$ cat src/rtl/core/wsp_pkg.sv
`timescale 1ns / 1ps
// ---------------------------------------------------------------------------
// wsp_pkg
// Shared widths, constants, register indexes and pipeline types of the
// water site placement block.
// ---------------------------------------------------------------------------
package wsp_pkg;

    localparam int COORD_W      = 32;
    localparam int ORIENT_W     = 16;
    localparam int CFG_W        = 17;
    localparam int CFG_IDX_W    = 2;
    localparam int TRIG_W       = 32;   // signed Q.30 sine / cosine
    localparam int Z_W          = 34;   // residual angle, 2^-32 turn units
    localparam int ANGLE_W      = 32;
    localparam int PROD_FRAC    = 46;
    localparam int PROD_W       = CFG_W + 1 + TRIG_W;
    localparam int SUM_W        = PROD_W + 2;
    localparam int ATAN_ENTRIES = 24;

    localparam logic signed [TRIG_W-1:0] CORDIC_GAIN_Q30 = 32'sd652032874;

    localparam logic [CFG_IDX_W-1:0] CFG_COS_HALF  = 2'd0;
    localparam logic [CFG_IDX_W-1:0] CFG_SIN_HALF  = 2'd1;
    localparam logic [CFG_IDX_W-1:0] CFG_COM_OFFS  = 2'd2;

    localparam logic [CFG_W-1:0] COS_HALF_RESET = 17'd40115;
    localparam logic [CFG_W-1:0] SIN_HALF_RESET = 17'd51826;
    localparam logic [CFG_W-1:0] COM_OFFS_RESET = 17'd4457;

    // atan(2^-i) in units of 2^-32 turn
    localparam logic [ANGLE_W-1:0] ATAN_TURNS [ATAN_ENTRIES] = '{
        32'd536870912, 32'd316933406, 32'd167458907, 32'd85004756,
        32'd42667331,  32'd21354465,  32'd10679838,  32'd5340245,
        32'd2670163,   32'd1335087,   32'd667544,    32'd333772,
        32'd166886,    32'd83443,     32'd41722,     32'd20861,
        32'd10430,     32'd5215,      32'd2608,      32'd1304,
        32'd652,       32'd326,       32'd163,       32'd81
    };

    typedef struct packed {
        logic signed [TRIG_W-1:0]  x;
        logic signed [TRIG_W-1:0]  y;
        logic signed [Z_W-1:0]     z;
        logic                      flip;
        logic signed [COORD_W-1:0] cx;
        logic signed [COORD_W-1:0] cy;
    } cordic_data_t;

    typedef struct packed {
        logic signed [TRIG_W-1:0]  cos_t;
        logic signed [TRIG_W-1:0]  sin_t;
        logic signed [COORD_W-1:0] cx;
        logic signed [COORD_W-1:0] cy;
    } trig_t;

    typedef struct packed {
        logic [CFG_W-1:0] cos_half;
        logic [CFG_W-1:0] sin_half;
        logic [CFG_W-1:0] com_offs;
    } cfg_regs_t;

    typedef struct packed {
        logic signed [COORD_W-1:0] ox;
        logic signed [COORD_W-1:0] oy;
        logic signed [COORD_W-1:0] hax;
        logic signed [COORD_W-1:0] hay;
        logic signed [COORD_W-1:0] hbx;
        logic signed [COORD_W-1:0] hby;
    } sites_t;

endpackage

$ cat src/rtl/core/wsp_cordic_stage.sv
`timescale 1ns / 1ps
// ---------------------------------------------------------------------------
// wsp_cordic_stage
// One registered CORDIC micro-rotation in rotation mode.
// ---------------------------------------------------------------------------
module wsp_cordic_stage #(
    parameter int STAGE_IDX = 0
) (
    input  logic                  clk,
    input  logic                  rst_n,
    input  logic                  in_valid,
    input  wsp_pkg::cordic_data_t in_data,
    output logic                  out_valid,
    output wsp_pkg::cordic_data_t out_data
);

    localparam logic signed [wsp_pkg::Z_W-1:0] ATAN_STEP =
        wsp_pkg::Z_W'(wsp_pkg::ATAN_TURNS[STAGE_IDX]);

    logic                  valid_reg;
    wsp_pkg::cordic_data_t data_reg;
    wsp_pkg::cordic_data_t data_next;
    logic signed [wsp_pkg::TRIG_W-1:0] x_sh;
    logic signed [wsp_pkg::TRIG_W-1:0] y_sh;

    always_comb
    begin
        x_sh      = in_data.x >>> STAGE_IDX;
        y_sh      = in_data.y >>> STAGE_IDX;
        data_next = in_data;
        if (!in_data.z[wsp_pkg::Z_W-1])
        begin
            data_next.x = in_data.x - y_sh;
            data_next.y = in_data.y + x_sh;
            data_next.z = in_data.z - ATAN_STEP;
        end
        else
        begin
            data_next.x = in_data.x + y_sh;
            data_next.y = in_data.y - x_sh;
            data_next.z = in_data.z + ATAN_STEP;
        end
    end

    always_ff @(posedge clk or negedge rst_n)
    begin
        if (!rst_n)
        begin
            valid_reg <= 1'b0;
        end
        else
        begin
            valid_reg <= in_valid;
        end
    end

    always_ff @(posedge clk)
    begin
        data_reg <= data_next;
    end

    assign out_valid = valid_reg;
    assign out_data  = data_reg;

endmodule

$ cat src/rtl/core/wsp_cordic.sv
`timescale 1ns / 1ps
// ---------------------------------------------------------------------------
// wsp_cordic
// Pipelined sine / cosine unit: quadrant fold, one stage per iteration,
// then sign restore. Carries the molecule centre alongside.
// ---------------------------------------------------------------------------
module wsp_cordic #(
    parameter int TRIG_ITERATIONS = 16
) (
    input  logic                                clk,
    input  logic                                rst_n,
    input  logic                                in_valid,
    input  logic signed [wsp_pkg::COORD_W-1:0]  center_x,
    input  logic signed [wsp_pkg::COORD_W-1:0]  center_y,
    input  logic [wsp_pkg::ORIENT_W-1:0]        orientation,
    output logic                                out_valid,
    output wsp_pkg::trig_t                      out_data
);

    localparam int NUM_ITER = (TRIG_ITERATIONS < wsp_pkg::ATAN_ENTRIES) ?
                              TRIG_ITERATIONS : wsp_pkg::ATAN_ENTRIES;

    logic                                 prep_flip;
    logic [wsp_pkg::ORIENT_W-1:0]         prep_angle;
    logic [wsp_pkg::ANGLE_W-1:0]          prep_z;
    wsp_pkg::cordic_data_t                prep_next;

    logic                                 prep_valid_reg;
    wsp_pkg::cordic_data_t                prep_reg;

    logic                                 chain_valid [NUM_ITER+1];
    wsp_pkg::cordic_data_t                chain_data  [NUM_ITER+1];

    logic                                 post_valid_reg;
    wsp_pkg::trig_t                       post_reg;
    wsp_pkg::trig_t                       post_next;

    // fold the left half-plane onto the right one
    always_comb
    begin
        prep_flip      = orientation inside {[16'd16384:16'd49151]};
        prep_angle     = {orientation[wsp_pkg::ORIENT_W-1] ^ prep_flip,
                          orientation[wsp_pkg::ORIENT_W-2:0]};
        prep_z         = {prep_angle, {(wsp_pkg::ANGLE_W-wsp_pkg::ORIENT_W){1'b0}}};
        prep_next.x    = wsp_pkg::CORDIC_GAIN_Q30;
        prep_next.y    = '0;
        prep_next.z    = wsp_pkg::Z_W'(signed'(prep_z));
        prep_next.flip = prep_flip;
        prep_next.cx   = center_x;
        prep_next.cy   = center_y;
    end

    always_ff @(posedge clk or negedge rst_n)
    begin
        if (!rst_n)
        begin
            prep_valid_reg <= 1'b0;
            post_valid_reg <= 1'b0;
        end
        else
        begin
            prep_valid_reg <= in_valid;
            post_valid_reg <= chain_valid[NUM_ITER];
        end
    end

    always_ff @(posedge clk)
    begin
        prep_reg <= prep_next;
        post_reg <= post_next;
    end

    assign chain_valid[0] = prep_valid_reg;
    assign chain_data[0]  = prep_reg;

    for (genvar g = 0; g < NUM_ITER; g++)
    begin : g_iter
        wsp_cordic_stage #(
            .STAGE_IDX (g)
        ) u_stage (
            .clk       (clk),
            .rst_n     (rst_n),
            .in_valid  (chain_valid[g]),
            .in_data   (chain_data[g]),
            .out_valid (chain_valid[g+1]),
            .out_data  (chain_data[g+1])
        );
    end

    // undo the half-turn fold
    always_comb
    begin
        post_next.cos_t = chain_data[NUM_ITER].flip ? -chain_data[NUM_ITER].x
                                                    :  chain_data[NUM_ITER].x;
        post_next.sin_t = chain_data[NUM_ITER].flip ? -chain_data[NUM_ITER].y
                                                    :  chain_data[NUM_ITER].y;
        post_next.cx    = chain_data[NUM_ITER].cx;
        post_next.cy    = chain_data[NUM_ITER].cy;
    end

    assign out_valid = post_valid_reg;
    assign out_data  = post_reg;

endmodule

$ cat config.mk
export PLATFORM = sky130hd
export DESIGN_NAME = wsp_cordic
export DESIGN_NICKNAME = d
export VERILOG_FILES = /design/src/rtl/core/wsp_pkg.sv /design/src/rtl/core/wsp_cordic_stage.sv /design/src/rtl/core/wsp_cordic.sv
export SDC_FILE = /design/constraint.sdc
export NUM_CORES = 2
export LEC_CHECK = 0
export BUFFER_PORTS_ARGS = -buffer_cell sky130_fd_sc_hd__buf_2
export CAP_MARGIN = 20
export CORE_UTILIZATION = 64
export DETAILED_ROUTE_END_ITERATION = 7
export GPL_TIMING_DRIVEN = 0
export PLACE_DENSITY = 0.81
export SYNTH_ARGS = -nofsm -noshare
export SYNTH_HDL_FRONTEND = slang
export SYNTH_SLANG_ARGS = --single-unit
$ cat constraint.sdc
create_clock -name clk -period 5.9 [get_ports clk]
set_clock_uncertainty 0.2 [all_clocks]
set_input_delay 0.295 -clock clk [delete_from_list [all_inputs] [get_ports clk]]
set_output_delay 0.295 -clock clk [all_outputs]
set_load 0.05 [all_outputs]
==> results.ini <==
[outcome]
status=complete, no violations

[route]
viasPerCell=6.010
drc_errors=0
drtIter0Drc=8245
drtAntennaViolNets=0
dr_total_vias=103800
wirelength_mm=343.9
drtPass1Iterations=8
routedWlPerCell_um=19.90

[global_route]
grt_use_total_pct=32.17
first_global_vias=102300
grt_max_degree=31
gr-total-overflow=0
grt_pass1_wl_mm=538.9
antenna_found_initial=11

[clock_tree]
cts-buffers-inserted=278
htreeDepth=5
clk_latency_ns=0.94
clock_path_buffers=4
clk_pin_slew_worst_paths_ns=0.07
cts.sink_count=2640
tritoncts=built
cts-root-buf=clkbuf_16

[sta]
fin_ws_ns=0.09684
fmax_mhz=172.3
hold_viol=0
rsz0062_at_grt=false
setup_viol=0
fin_crit_sh_pct=98.36
setup_tns_ns=0
final-max-slew-violation-count=0
relSlewSlack_pct=25.96
finalCriticalPeriod_ns=5.803
worstMarginPinSlew_ns=1.111
hold_ws_ns=0.07878

[synth]
syn_area_per_cell_um2=9.531
ys.warnings.count=0
synth_top_area_share_pct=40.10
syn_nets=15280
synth_most_common_cell=dfxtp_1
synth_cell_types=110
synth_edf_count=0
synth_top_area_cell=dfxtp_1
async_reset_ff_share_pct=0.6818
synthTopCellsByArea=dfxtp_1, ha_1, xnor2_1
yosys_most_used_dff=dfxtp_1
ys_ff_latch=2640
synthCells=13740
syn_area_um2=130900
yosys-top-cells-count=dfxtp_1, ha_1, a21oi_1
synth.yosys.seq_area_share_pct=40.44

[worst_setup_path]
arrival_ns=6.35
cp-end-kind=flop
cpMaxStageDelayCell=a2111oi_0
path_class=flop to flop
critPathMaxFanout=10
cpPeakStageDelay_ns=0.76
worstRegToRegCells=16
cp_cell_sequence=buf_16, clkbuf_1, clkbuf_1, nor2_1, xor2_1, ha_1, o21a_1, a2111oi_0, nor3_1, o21a_1, nor2_1, o21a_1, o211ai_1, a41o_1, a21oi_1, xnor2_1
cp-start-kind=flop
crit_top_cell=o21a_1
cp.required_ns=6.45

[worst_hold_path]
whs_path_depth=0
holdCritPathClass=flop to flop

[cells_and_area]
drive_gt1_share_pct=6.098
fin_nets=15950
largest_register_ffs=2413
finalNonFillerCells=17280
nFillCells=14600
areaGrowthSynthToFinish_pct=11.88

[placement]
place_hpwl_mm=254.1
place.gp.congestion=0.9604
port_buffers=211
dp_cells=16630
pre_cts_ws_ns=-0.1304

[floorplanning]
core_region_area_um2=202700
die_h_um=454.3
ios=212
chipWidth_um=454.3
die_area_um2=206300
core.rowCount=165
start_util_pct=64.57

[job]
cap_viol_max_count=0

## placed cells by master (no fill, tap or decap), types with 46 or more instances in the layout
| master | n |
|---|---|
| xor2_1 | 608 |
| o211ai_1 | 59 |
| clkbuf_16 | 281 |
| nand2b_1 | 188 |
| a21o_1 | 582 |
| o21ai_0 | 597 |
| nand2_1 | 639 |
| o21a_1 | 177 |
| o21bai_1 | 149 |
| nor3_1 | 319 |
| and2_1 | 81 |
| or3_1 | 99 |
| buf_2 | 216 |
| a21oi_1 | 1353 |
| xnor2_1 | 1159 |
| dlygate4sd3_1 | 164 |
| a211oi_1 | 154 |
| nand3_1 | 224 |
| o31ai_1 | 71 |
| nor2_1 | 1088 |
| clkbuf_1 | 193 |
| dfxtp_1 | 2618 |
| a211o_1 | 46 |
| nand4_1 | 102 |
| mux2i_1 | 55 |
| nor4_1 | 77 |
| a31oi_1 | 126 |
| ha_1 | 1419 |
| mux2_2 | 52 |
| and3_1 | 118 |
| inv_1 | 476 |
| nor2b_1 | 151 |
## layout make-up
type	count	area, um2	share of cell area [%]
repair buffers	388	2970	2.028
multi-input cells	10420	75480	51.54
inverters	480	1817	1.240
well taps	2672	3343	2.283
clock inverters	103	1304	0.8902
flip-flops and latches	2640	52950	36.15
diodes	10	25.02	0.01709
plain buffers	191	742.0	0.5066
repair inverters	4	20.02	0.01367
clock buffers	368	7809	5.332
## metal layers
layer | vias up | wire length [um] | global-route usage [%] | part of all wire (%)
met4 | 0 | 14130 | 12.91 | 4.1
li1 | 50340 | - | - | -
met1 | 49070 | 141800 | 38.96 | 41
met3 | 910 | 20130 | 4.656 | 5.9
met2 | 3519 | 167900 | 57.00 | 49
met5 | - | 0 | 0 | 0
## critical path: cells and delay by family, from the launching register on
family	cells	cell delay (ns)
compound gates	7	2.25
buf+inv	3	1.12
xor+xnor	2	0.60
flops	1	0.58
simple gates	3	0.50
fa+ha+maj	1	0.35
## cells by family (layout without fill, tap and decap cells)
kind of cell,after synthesis,count (layout),synth area share [%]
fa+ha+maj,1461,1461,14.21
other cells,1,11,0.002865
buf+inv,673,1534,1.935
mux,108,108,0.8851
compound gates,3787,3787,18.45
flops,2640,2640,40.44
xor+xnor,1771,1771,11.88
simple gates,3294,3294,12.21
## metrics by stage
stage,utilization [%],instance area [um2]
final,72.24,146500
after global placement,66.74,135300
after global routing,72.24,146500
after detailed placement,66.83,135500
after floorplan,-,130900
after CTS,72.15,146300
## worst paths after layout
kind	startpoint	end	slack (ns)
min in group asynchronous	rst_n	prep_valid_reg	0.38
max in group asynchronous	rst_n	g_iter[12].u_stage.out_valid	4.63
max	g_iter[6].u_stage.out_data[98]	g_iter[7].u_stage.out_data[160]	0.1
max reg2reg	g_iter[6].u_stage.out_data[98]	g_iter[7].u_stage.out_data[160]	0.1
min reg2reg	g_iter[3].u_stage.out_data[43]	g_iter[4].u_stage.out_data[43]	0.08
min	g_iter[3].u_stage.out_data[43]	g_iter[4].u_stage.out_data[43]	0.08
## repair_timing
item | in CTS | in global routing
setup endpoints to repair | 9 | 48
gates cloned | 2 | 2
resized for setup | 8 | 37
hold endpoints to repair | 100 | 0
setup buffers | 0 | 2
hold buffers | 164 | 0
Power is left out: the tool's default activity adds up to more than one toggle a clock period on the data nets, which glitch-free logic cannot reach.
